===== config.mk =====
export PLATFORM = sky130hd
export DESIGN_NAME = lexicographic_permutation_step
export DESIGN_NICKNAME = d
export VERILOG_FILES = /design/src/rtl/lps_pkg.sv /design/src/rtl/lps_seq.sv /design/src/rtl/lps_dpath.sv /design/src/rtl/lexicographic_permutation_step.sv
export SDC_FILE = /design/constraint.sdc
export NUM_CORES = 1
export LEC_CHECK = 0
export CORE_MARGIN = 2
export CORE_UTILIZATION = 30
export CTS_CLUSTER_SIZE = 12
export DETAILED_ROUTE_END_ITERATION = 8
export DONT_BUFFER_PORTS = 1
export GPL_TIMING_DRIVEN = 0
export HOLD_SLACK_MARGIN = 0.1
export MAX_ROUTING_LAYER = met4
export SLEW_MARGIN = 15
export SYNTH_ARGS = -nofsm -noshare
export SYNTH_HDL_FRONTEND = slang
export SYNTH_SLANG_ARGS = --single-unit

===== constraint.sdc =====
create_clock -name clk -period 11.3 [get_ports clk]
set_input_delay 1.695 -clock clk [delete_from_list [all_inputs] [get_ports clk]]
set_output_delay 1.695 -clock clk [all_outputs]
set_load 0.005 [all_outputs]

===== src/rtl/lps_pkg.sv =====
// types, codes and microcode table of the permutation stepper
`timescale 1ns / 1ps

package lps_pkg;

  localparam int LPS_MAX_LEN    = 16;
  localparam int LPS_ELEM_WIDTH = 32;

  // fixed field widths of the stream ports
  localparam int OPCODE_W  = 2;
  localparam int LDIDX_W   = 4;
  localparam int LDVAL_W   = 32;
  localparam int POS_W     = 4;
  localparam int ELEM_W    = 32;
  localparam int LEN_W     = 5;
  localparam int S_TDATA_W = 40;
  localparam int M_TDATA_W = 40;

  localparam logic [LEN_W-1:0] LEN_RESET = 5'd16;

  localparam logic [OPCODE_W-1:0] OP_LOAD = 2'd0;
  localparam logic [OPCODE_W-1:0] OP_NEXT = 2'd1;
  localparam logic [OPCODE_W-1:0] OP_PREV = 2'd2;

  localparam int UPC_W = 4;

  // microcode step addresses
  localparam logic [UPC_W-1:0] U_IDLE   = 4'd0;
  localparam logic [UPC_W-1:0] U_P_RD   = 4'd1;
  localparam logic [UPC_W-1:0] U_P_TST  = 4'd2;
  localparam logic [UPC_W-1:0] U_PIV    = 4'd3;
  localparam logic [UPC_W-1:0] U_S_RD   = 4'd4;
  localparam logic [UPC_W-1:0] U_S_TST  = 4'd5;
  localparam logic [UPC_W-1:0] U_SW_I   = 4'd6;
  localparam logic [UPC_W-1:0] U_SW_J   = 4'd7;
  localparam logic [UPC_W-1:0] U_WRAP   = 4'd8;
  localparam logic [UPC_W-1:0] U_R_RD   = 4'd9;
  localparam logic [UPC_W-1:0] U_R_WI   = 4'd10;
  localparam logic [UPC_W-1:0] U_R_WJ   = 4'd11;
  localparam logic [UPC_W-1:0] U_E_INIT = 4'd12;
  localparam logic [UPC_W-1:0] U_E_RD   = 4'd13;
  localparam logic [UPC_W-1:0] U_E_PUSH = 4'd14;

  // branch conditions
  localparam logic [2:0] C_TRUE    = 3'd0;
  localparam logic [2:0] C_START   = 3'd1;
  localparam logic [2:0] C_J0      = 3'd2;
  localparam logic [2:0] C_BEF_AB  = 3'd3;
  localparam logic [2:0] C_BEF_PB  = 3'd4;
  localparam logic [2:0] C_I_GE_J  = 3'd5;
  localparam logic [2:0] C_I_EQ_N  = 3'd6;
  localparam logic [2:0] C_BLOCKED = 3'd7;

  // memory write sources
  localparam logic [1:0] WR_NONE = 2'd0;
  localparam logic [1:0] WR_I_B  = 2'd1;
  localparam logic [1:0] WR_J_A  = 2'd2;
  localparam logic [1:0] WR_J_PV = 2'd3;

  // pointer updates
  localparam logic [1:0] I_HOLD = 2'd0;
  localparam logic [1:0] I_JM1  = 2'd1;
  localparam logic [1:0] I_INC  = 2'd2;
  localparam logic [1:0] I_ZERO = 2'd3;

  localparam logic [1:0] J_HOLD = 2'd0;
  localparam logic [1:0] J_LAST = 2'd1;
  localparam logic [1:0] J_DEC  = 2'd2;

  localparam logic [1:0] ADV_HOLD = 2'd0;
  localparam logic [1:0] ADV_SET  = 2'd1;
  localparam logic [1:0] ADV_CLR  = 2'd2;

  localparam logic RA_I   = 1'b0;
  localparam logic RA_JM1 = 1'b1;

  typedef struct packed {
    logic [2:0]       cond;
    logic [UPC_W-1:0] t_true;
    logic [UPC_W-1:0] t_false;
    logic             gate;     // ops only when the branch is not taken
    logic             rd_en;
    logic             rd_a_sel;
    logic [1:0]       wr;
    logic [1:0]       i_op;
    logic [1:0]       j_op;
    logic             pv_ld;
    logic [1:0]       adv_op;
    logic             push;
  } ctrl_t;

  typedef struct packed {
    logic start;
    logic j0;
    logic bef_ab;
    logic bef_pb;
    logic i_ge_j;
    logic i_eq_n;
    logic blocked;
  } stat_t;

  function automatic ctrl_t ucode(input logic [UPC_W-1:0] a);
    ctrl_t w;
    w = '0;
    case (a)
      U_IDLE: begin
        w.cond = C_START; w.t_true = U_P_RD; w.t_false = U_IDLE;
        w.j_op = J_LAST;
      end
      // pivot scan from the tail
      U_P_RD: begin
        w.cond = C_J0; w.t_true = U_WRAP; w.t_false = U_P_TST; w.gate = 1'b1;
        w.rd_en = 1'b1; w.rd_a_sel = RA_JM1;
      end
      U_P_TST: begin
        w.cond = C_BEF_AB; w.t_true = U_PIV; w.t_false = U_P_RD; w.gate = 1'b1;
        w.j_op = J_DEC;
      end
      U_PIV: begin
        w.t_true = U_S_RD; w.t_false = U_S_RD;
        w.i_op = I_JM1; w.j_op = J_LAST; w.pv_ld = 1'b1;
      end
      // swap partner scan
      U_S_RD: begin
        w.t_true = U_S_TST; w.t_false = U_S_TST;
        w.rd_en = 1'b1;
      end
      U_S_TST: begin
        w.cond = C_BEF_PB; w.t_true = U_SW_I; w.t_false = U_S_RD; w.gate = 1'b1;
        w.j_op = J_DEC;
      end
      U_SW_I: begin
        w.t_true = U_SW_J; w.t_false = U_SW_J;
        w.wr = WR_I_B;
      end
      U_SW_J: begin
        w.t_true = U_R_RD; w.t_false = U_R_RD;
        w.wr = WR_J_PV; w.i_op = I_INC; w.j_op = J_LAST; w.adv_op = ADV_SET;
      end
      U_WRAP: begin
        w.t_true = U_R_RD; w.t_false = U_R_RD;
        w.i_op = I_ZERO; w.j_op = J_LAST; w.adv_op = ADV_CLR;
      end
      // suffix reversal, one pair per pass
      U_R_RD: begin
        w.cond = C_I_GE_J; w.t_true = U_E_INIT; w.t_false = U_R_WI; w.gate = 1'b1;
        w.rd_en = 1'b1; w.rd_a_sel = RA_I;
      end
      U_R_WI: begin
        w.t_true = U_R_WJ; w.t_false = U_R_WJ;
        w.wr = WR_I_B;
      end
      U_R_WJ: begin
        w.t_true = U_R_RD; w.t_false = U_R_RD;
        w.wr = WR_J_A; w.i_op = I_INC; w.j_op = J_DEC;
      end
      // emit the active range
      U_E_INIT: begin
        w.t_true = U_E_RD; w.t_false = U_E_RD;
        w.i_op = I_ZERO;
      end
      U_E_RD: begin
        w.cond = C_I_EQ_N; w.t_true = U_IDLE; w.t_false = U_E_PUSH; w.gate = 1'b1;
        w.rd_en = 1'b1; w.rd_a_sel = RA_I;
      end
      U_E_PUSH: begin
        w.cond = C_BLOCKED; w.t_true = U_E_PUSH; w.t_false = U_E_RD; w.gate = 1'b1;
        w.push = 1'b1; w.i_op = I_INC;
      end
      default: begin
        w.t_true = U_IDLE; w.t_false = U_IDLE;
      end
    endcase
    return w;
  endfunction

endpackage


===== src/rtl/lps_seq.sv =====
// microcode sequencer: step counter, control rom and branch logic
`timescale 1ns / 1ps

module lps_seq import lps_pkg::*; (
  input  logic  clk,
  input  logic  rst,
  input  stat_t stat,
  output ctrl_t ctrl,
  output logic  op_en,
  output logic  idle
);

  logic [UPC_W-1:0] upc;
  logic [UPC_W-1:0] upc_next;
  logic             cond_true;

  assign ctrl = ucode(upc);

  always_comb begin
    case (ctrl.cond)
      C_TRUE:    cond_true = 1'b1;
      C_START:   cond_true = stat.start;
      C_J0:      cond_true = stat.j0;
      C_BEF_AB:  cond_true = stat.bef_ab;
      C_BEF_PB:  cond_true = stat.bef_pb;
      C_I_GE_J:  cond_true = stat.i_ge_j;
      C_I_EQ_N:  cond_true = stat.i_eq_n;
      C_BLOCKED: cond_true = stat.blocked;
      default:   cond_true = 1'b0;
    endcase
  end

  assign op_en    = !ctrl.gate || !cond_true;
  assign upc_next = cond_true ? ctrl.t_true : ctrl.t_false;
  assign idle     = (upc == U_IDLE);

  always_ff @(posedge clk) begin
    if (rst) begin
      upc <= U_IDLE;
    end else begin
      upc <= upc_next;
    end
  end

endmodule


===== src/rtl/lps_dpath.sv =====
// datapath: element memory, pointers, comparator and output register
`timescale 1ns / 1ps

module lps_dpath import lps_pkg::*; #(
  parameter int MAX_LEN    = LPS_MAX_LEN,
  parameter int ELEM_WIDTH = LPS_ELEM_WIDTH,
  parameter int CNT_W      = $clog2(MAX_LEN + 1)
) (
  input  logic                clk,
  input  logic                rst,
  input  ctrl_t               ctrl,
  input  logic                op_en,
  input  logic                start,
  input  logic                start_nxt,
  input  logic                load_en,
  input  logic [LDIDX_W-1:0]  load_index,
  input  logic signed [LDVAL_W-1:0] load_value,
  input  logic [CNT_W-1:0]    n,
  input  logic                out_ready,
  output stat_t               stat,
  output logic                out_valid,
  output logic [POS_W-1:0]    out_pos,
  output logic signed [ELEM_W-1:0] out_elem,
  output logic                out_adv,
  output logic                out_last
);

  localparam int IDX_W = $clog2(MAX_LEN);

  logic [ELEM_WIDTH-1:0] mem [MAX_LEN];

  logic [CNT_W-1:0]             i;
  logic [CNT_W-1:0]             j;
  logic signed [ELEM_WIDTH-1:0] rd_a;
  logic signed [ELEM_WIDTH-1:0] rd_b;
  logic signed [ELEM_WIDTH-1:0] pv;
  logic                         adv;
  logic                         nxt;

  logic [CNT_W-1:0]      j_m1;
  logic [CNT_W-1:0]      n_last;
  logic [IDX_W-1:0]      addr_a;
  logic                  wr_en;
  logic [IDX_W-1:0]      wr_addr;
  logic [ELEM_WIDTH-1:0] wr_data;
  logic                  load_ok;

  assign j_m1    = j - 1'b1;
  assign n_last  = n - 1'b1;
  assign addr_a  = (ctrl.rd_a_sel == RA_JM1) ? j_m1[IDX_W-1:0] : i[IDX_W-1:0];
  assign load_ok = int'(load_index) < MAX_LEN;

  // status back to the sequencer
  always_comb begin
    stat.start   = start;
    stat.j0      = (j == '0);
    stat.bef_ab  = nxt ? (rd_a < rd_b) : (rd_b < rd_a);
    stat.bef_pb  = nxt ? (pv < rd_b) : (rd_b < pv);
    stat.i_ge_j  = (i >= j);
    stat.i_eq_n  = (i == n);
    stat.blocked = out_valid && !out_ready;
  end

  // single write port shared by loads and the step program
  always_comb begin
    wr_en   = 1'b0;
    wr_addr = i[IDX_W-1:0];
    wr_data = rd_b;
    if (load_en) begin
      wr_en   = load_ok;
      wr_addr = IDX_W'(load_index);
      wr_data = ELEM_WIDTH'(load_value);
    end else if (op_en) begin
      case (ctrl.wr)
        WR_I_B: begin
          wr_en   = 1'b1;
          wr_addr = i[IDX_W-1:0];
          wr_data = rd_b;
        end
        WR_J_A: begin
          wr_en   = 1'b1;
          wr_addr = j[IDX_W-1:0];
          wr_data = rd_a;
        end
        WR_J_PV: begin
          wr_en   = 1'b1;
          wr_addr = j[IDX_W-1:0];
          wr_data = pv;
        end
        default: wr_en = 1'b0;
      endcase
    end
  end

  always_ff @(posedge clk) begin
    if (wr_en) begin
      mem[wr_addr] <= wr_data;
    end
    if (ctrl.rd_en && op_en) begin
      rd_a <= mem[addr_a];
      rd_b <= mem[j[IDX_W-1:0]];
    end
  end

  always_ff @(posedge clk) begin
    if (rst) begin
      i   <= '0;
      j   <= '0;
      adv <= 1'b0;
      nxt <= 1'b0;
    end else begin
      if (start) begin
        nxt <= start_nxt;
      end
      if (op_en) begin
        case (ctrl.i_op)
          I_JM1:   i <= j_m1;
          I_INC:   i <= i + 1'b1;
          I_ZERO:  i <= '0;
          default: i <= i;
        endcase
        case (ctrl.j_op)
          J_LAST:  j <= n_last;
          J_DEC:   j <= j_m1;
          default: j <= j;
        endcase
        case (ctrl.adv_op)
          ADV_SET: adv <= 1'b1;
          ADV_CLR: adv <= 1'b0;
          default: adv <= adv;
        endcase
      end
    end
  end

  always_ff @(posedge clk) begin
    if (ctrl.pv_ld && op_en) begin
      pv <= rd_a;
    end
  end

  // output register, parts the sequencer from the downstream side
  always_ff @(posedge clk) begin
    if (rst) begin
      out_valid <= 1'b0;
    end else if (ctrl.push && op_en) begin
      out_valid <= 1'b1;
    end else if (out_ready) begin
      out_valid <= 1'b0;
    end
  end

  always_ff @(posedge clk) begin
    if (ctrl.push && op_en) begin
      out_pos  <= POS_W'(i);
      out_elem <= ELEM_W'(rd_a);
      out_adv  <= adv;
      out_last <= (i == n_last);
    end
  end

endmodule


===== src/rtl/lexicographic_permutation_step.sv =====
// top level of the lexicographic permutation stepper
//
//  channel   dir  handshake                      payload
//  s_axis    in   s_axis_tvalid / s_axis_tready  tdata: load_index, load_value; tuser: opcode
//  m_axis    out  m_axis_tvalid / m_axis_tready  tdata: position, element; tuser: advanced; tlast
//  cfg       in   cfg_valid / cfg_ready          cfg_data: length
//
// a step runs a microcode program over an element memory with registered
// reads and one write port: a pivot scan from the tail, a partner scan, a
// reversal of the suffix one pair per pass and the emit of every element
// in the active range
// reset clears the sequencer and the output valid flag and sets length to 16;
// array contents stay undefined until loaded
// a stalled output beat holds the program in its emit step
`timescale 1ns / 1ps

module lexicographic_permutation_step import lps_pkg::*; #(
  parameter int MAX_LEN    = LPS_MAX_LEN,
  parameter int ELEM_WIDTH = LPS_ELEM_WIDTH
) (
  input  logic                 clk,
  input  logic                 rst,
  input  logic                 s_axis_tvalid,
  output logic                 s_axis_tready,
  input  logic [S_TDATA_W-1:0] s_axis_tdata,   // load_index, load_value, zero pad
  input  logic [OPCODE_W-1:0]  s_axis_tuser,   // opcode
  output logic                 m_axis_tvalid,
  input  logic                 m_axis_tready,
  output logic [M_TDATA_W-1:0] m_axis_tdata,   // position, element, zero pad
  output logic                 m_axis_tuser,   // advanced
  output logic                 m_axis_tlast,
  input  logic                 cfg_valid,
  output logic                 cfg_ready,
  input  logic [LEN_W-1:0]     cfg_data        // length
);

  localparam int CNT_W = $clog2(MAX_LEN + 1);

  logic [LEN_W-1:0]          length;
  logic [CNT_W-1:0]          n;
  logic                      idle;
  logic                      accept;
  logic                      start;
  logic                      load_en;
  logic [OPCODE_W-1:0]       opcode;
  logic [LDIDX_W-1:0]        load_index;
  logic signed [LDVAL_W-1:0] load_value;
  ctrl_t                     ctrl;
  stat_t                     stat;
  logic                      op_en;
  logic [POS_W-1:0]          out_pos;
  logic signed [ELEM_W-1:0]  out_elem;

  assign opcode     = s_axis_tuser;
  assign load_index = s_axis_tdata[LDIDX_W-1:0];
  assign load_value = s_axis_tdata[LDIDX_W +: LDVAL_W];

  assign cfg_ready = 1'b1;

  always_ff @(posedge clk) begin
    if (rst) begin
      length <= LEN_RESET;
    end else if (cfg_valid && cfg_ready) begin
      length <= cfg_data;
    end
  end

  // active length, clamped to 1..MAX_LEN
  always_comb begin
    if (length == '0) begin
      n = CNT_W'(1);
    end else if (int'(length) > MAX_LEN) begin
      n = CNT_W'(MAX_LEN);
    end else begin
      n = CNT_W'(length);
    end
  end

  assign s_axis_tready = idle;
  assign accept        = s_axis_tvalid && idle;
  assign start         = accept && ((opcode == OP_NEXT) || (opcode == OP_PREV));
  assign load_en       = accept && (opcode == OP_LOAD);

  lps_seq u_seq (
    .clk   (clk),
    .rst   (rst),
    .stat  (stat),
    .ctrl  (ctrl),
    .op_en (op_en),
    .idle  (idle)
  );

  lps_dpath #(
    .MAX_LEN    (MAX_LEN),
    .ELEM_WIDTH (ELEM_WIDTH),
    .CNT_W      (CNT_W)
  ) u_dpath (
    .clk        (clk),
    .rst        (rst),
    .ctrl       (ctrl),
    .op_en      (op_en),
    .start      (start),
    .start_nxt  (opcode == OP_NEXT),
    .load_en    (load_en),
    .load_index (load_index),
    .load_value (load_value),
    .n          (n),
    .out_ready  (m_axis_tready),
    .stat       (stat),
    .out_valid  (m_axis_tvalid),
    .out_pos    (out_pos),
    .out_elem   (out_elem),
    .out_adv    (m_axis_tuser),
    .out_last   (m_axis_tlast)
  );

  assign m_axis_tdata = M_TDATA_W'({out_elem, out_pos});

endmodule


==> metrics.yaml <==
ys_seq_elements: 668
p_int_mw: 6.345
drcViolationCount: 0
switching_power_mw: 3.456
drv_cap: 0
post-route-period-util_pct: 49.12
numCtsBuffers: 75
antenna_found_initial: 4
ys_types: 66
hold_path.class: "reg -> reg"
status: "completed"
post_route_cells_drive_above_1_share_pct: 26.98
crit_fanout: 10
drv_slew: 0
clkPwrFrac_pct: 24.3
endpoint_kind: "flip-flop"
synthAdderAreaFrac_pct: 3.091
path_clk_slew_ps: 60
vias: 19110
setup_violations: 0
die_area_sq_um: 107900
hold_violations: 0
period_needed_ps: 5550
viasPerCell: 5.693
die_w_um: 328.4
ys_seq_area_share_pct: 62.84
synthesis.area_sq_um: 31570
routabilityCongestion: 0.8730
synth_top_family_by_area: "multiplexers"
cts_resized: 0
synth-xor-area-share_pct: 0.4161
drt-initial-drc-count: 2672
slowest_stage: "clkbuf_1"
synth_warnings: 0
num_rows: 119
grt_pass1_vias: 19120
synthArstFlopShare_pct: 0
io_pins: 97
r2r_slack_ps: 5750
finalNetCount: 2038
setup-tns-final_ps: 0
root_buffer: "clkbuf_16"
muxShareOfSynthArea_pct: 22.04
timing.hold.ws_ps: 463.1
ir_drop_mv: 0.1519
p_per_area_nw_per_um2: 265.3
synthFlopType: "edfxtp_1"
path_class: "reg -> reg"
final_area_sq_um: 36940
max_slew.worst_pin.slew_ps: 1266
wl_mm: 96.26
final_antenna_net_count: 0
cts_max_level: 3
ctsHoldBuffers: 0
worstPathRequired_ps: 11620
pwr-share-comb_pct: 40.1
slew_headroom_pct: 15.31
yosys.area_share.simple_pct: 3.904
power_frac_seq_pct: 35.6
clock_tree.buffer_depth: 3
swShare_pct: 35.26
synthDominantAreaCellType: "edfxtp_1"
p_leak_nw: 11.92
routedWlPerCell_um: 28.68
postSynthCellCount: 1787
numClockSinks: 668
fillers: 9782
fp.dieH_um: 328.4
cp_cell_sequence: "clkbuf_1, clkbuf_1, clkbuf_1, inv_1, ha_1, a21oi_1, buf_4, clkbuf_1, mux4_2, a211oi_1, a21oi_1"
portBuffers: 0
crit_buf_inv: 6
cts_tree: "yes"
grt_pass1_wl_mm: 137.1
track_usage_pct: 18.17
dpl-instance-area_sq_um: 34380
synth_compound_area_share_pct: 5.311
synth_top_area_share_pct: 61.44
core_area_sq_um: 104800
area_growth_pct: 17.02
hpwlAfterDp_mm: 67.66
syn_area_per_cell_sq_um: 17.67
clk_latency_ps: 640
grt-ovfl-total: 0
drt_pass1_iterations: 8
initial_core_util_pct: 30.12
fmax_mhz: 180.2
rsz0062_at_grt: "no"
synthTopCellsByArea: "edfxtp_1, mux4_2, ha_1"
start_kind: "flip-flop"
max_stage_delay_ps: 870
crit_arrival_ps: 5870
grt_start_max_net_pins: 21
fin_skew_ps: 33.18
synth_edf_count: 646
post_cts_buffers: 0
path_delay_family: "buffers and inverters"
crit_top_cell: "clkbuf_1"
==> cell usage in the layout (no fill, tap or decap), types with 7 or more instances in the layout <==
cell type	instances
clkbuf_1	71
buf_16	26
nand3_1	14
xor2_1	9
a22oi_1	32
buf_1	15
edfxtp_1	646
clkbuf_16	77
mux4_2	288
nand2b_1	10
a31oi_1	7
o21ai_0	22
a31oi_2	30
a211oi_1	34
nor2_1	62
nor2b_1	37
dfxtp_1	22
ha_1	78
inv_1	57
buf_4	20
nor2_4	16
buf_2	22
clkinv_1	21
mux2i_1	46
nor3_1	8
nand4_1	13
clkinv_2	10
nand2_1	69
a21oi_1	76
==> registers in the layout, summed over array words and instances, names as in the netlist <==
signal / count
u_dpath.out_adv: 1
u_dpath.pv: 32
u_dpath.i: 5
u_dpath.rd_a: 32
u_dpath.rd_b: 32
u_dpath.adv: 1
u_dpath.j: 5
u_dpath.nxt: 1
length: 5
u_dpath.out_valid: 1
u_dpath.out_last: 1
u_seq.upc: 4
u_dpath.mem: 512
u_dpath.out_elem: 32
u_dpath.out_pos: 4
==> synth_stat cells (5+ instances only) <==
cell,number
a21oi_1,77
nor2_1,78
mux4_2,288
xnor2_1,6
nand3_1,14
nand2b_1,10
nand4_1,13
nand2_1,69
xor2_1,9
o21ai_0,22
nor3_1,10
clkbuf_1,63
buf_1,22
ha_1,78
o211ai_1,5
a211oi_1,34
inv_1,57
o21ai_1,5
a31oi_1,37
dfxtp_1,22
nor2b_1,37
a22oi_1,32
edfxtp_1,646
a21o_1,6
buf_4,13
mux2i_1,46
buf_2,18
==> worst reg2reg max path: cells and delay by family, from the launching register on <==
kind                       cells  cell delay, ps
AOI/OAI and AO/OA              3             880
buffers and inverters          6            3180
muxes                          1             430
DFF                            1             360
adders and majority gates      1             420
==> routing by layer <==
layer	share of wire (%)	up-vias	wire, um	GRT usage (%)
met4	2.3	0	2205	4.268
met5	0	-	0	-
met3	9.8	159	9470	4.197
met1	40	10190	38690	24.08
met2	48	1076	45900	28.38
li1	-	7686	-	-
==> final timing paths <==
kind	start	endpoint	depth (start not counted)
worst min-delay path	u_dpath.adv	u_dpath.out_adv	0
worst min register to register	u_dpath.adv	u_dpath.out_adv	0
worst max register to register	u_dpath.j[0]	u_dpath.rd_a[22]	11
worst max-delay path	u_dpath.j[0]	u_dpath.rd_a[22]	11
==> per-stage QoR <==
stage               power (mW)  cells  utilization, %  setup slack, ps
floorplan                6.072   1790               -             2150
global route             10.19   3356           35.24             5632
finish                   9.801   3357           35.25             5750
detailed placement       7.394   3222           32.80             5913
global placement         7.268   3181           31.79            -4271
CTS                      9.777   3352           35.05             5900
==> area by class of cell <==
cell class	count	area, sq um	area share (%)
Sequential cell	668	19840	53.70
Tap cell	1391	1740	4.711
Antenna cell	5	12.51	0.03387
Inverter	59	221.5	0.5994
Buffer	118	541.8	1.466
Timing Repair Buffer	41	902.1	2.442
Clock inverter	41	377.9	1.023
Clock buffer	89	1982	5.365
Multi-Input combinational cell	945	11330	30.66
==> power groups by stage <==
stage / Combinational, mW / Sequential [mW] / Clock (mW)
finish: 3.93 / 3.49 / 2.38
global route: 4.18 / 3.51 / 2.50
CTS: 3.88 / 3.49 / 2.41
detailed placement: 3.86 / 3.53 / 0
global placement: 3.71 / 3.56 / 0
floorplan: 2.61 / 3.46 / 0
==> logic make-up (layout without fill, tap and decap cells) <==
logic type	after synthesis	count (layout)
buffers and inverters	177	348
DFF	668	668
xor gates and xnor gates	15	15
adders and majority gates	78	78
and+or+nand+nor	255	255
other	2	10
muxes	335	335
AOI/OAI and AO/OA	257	257
Note: power is estimated with default switching activity, not from simulation.
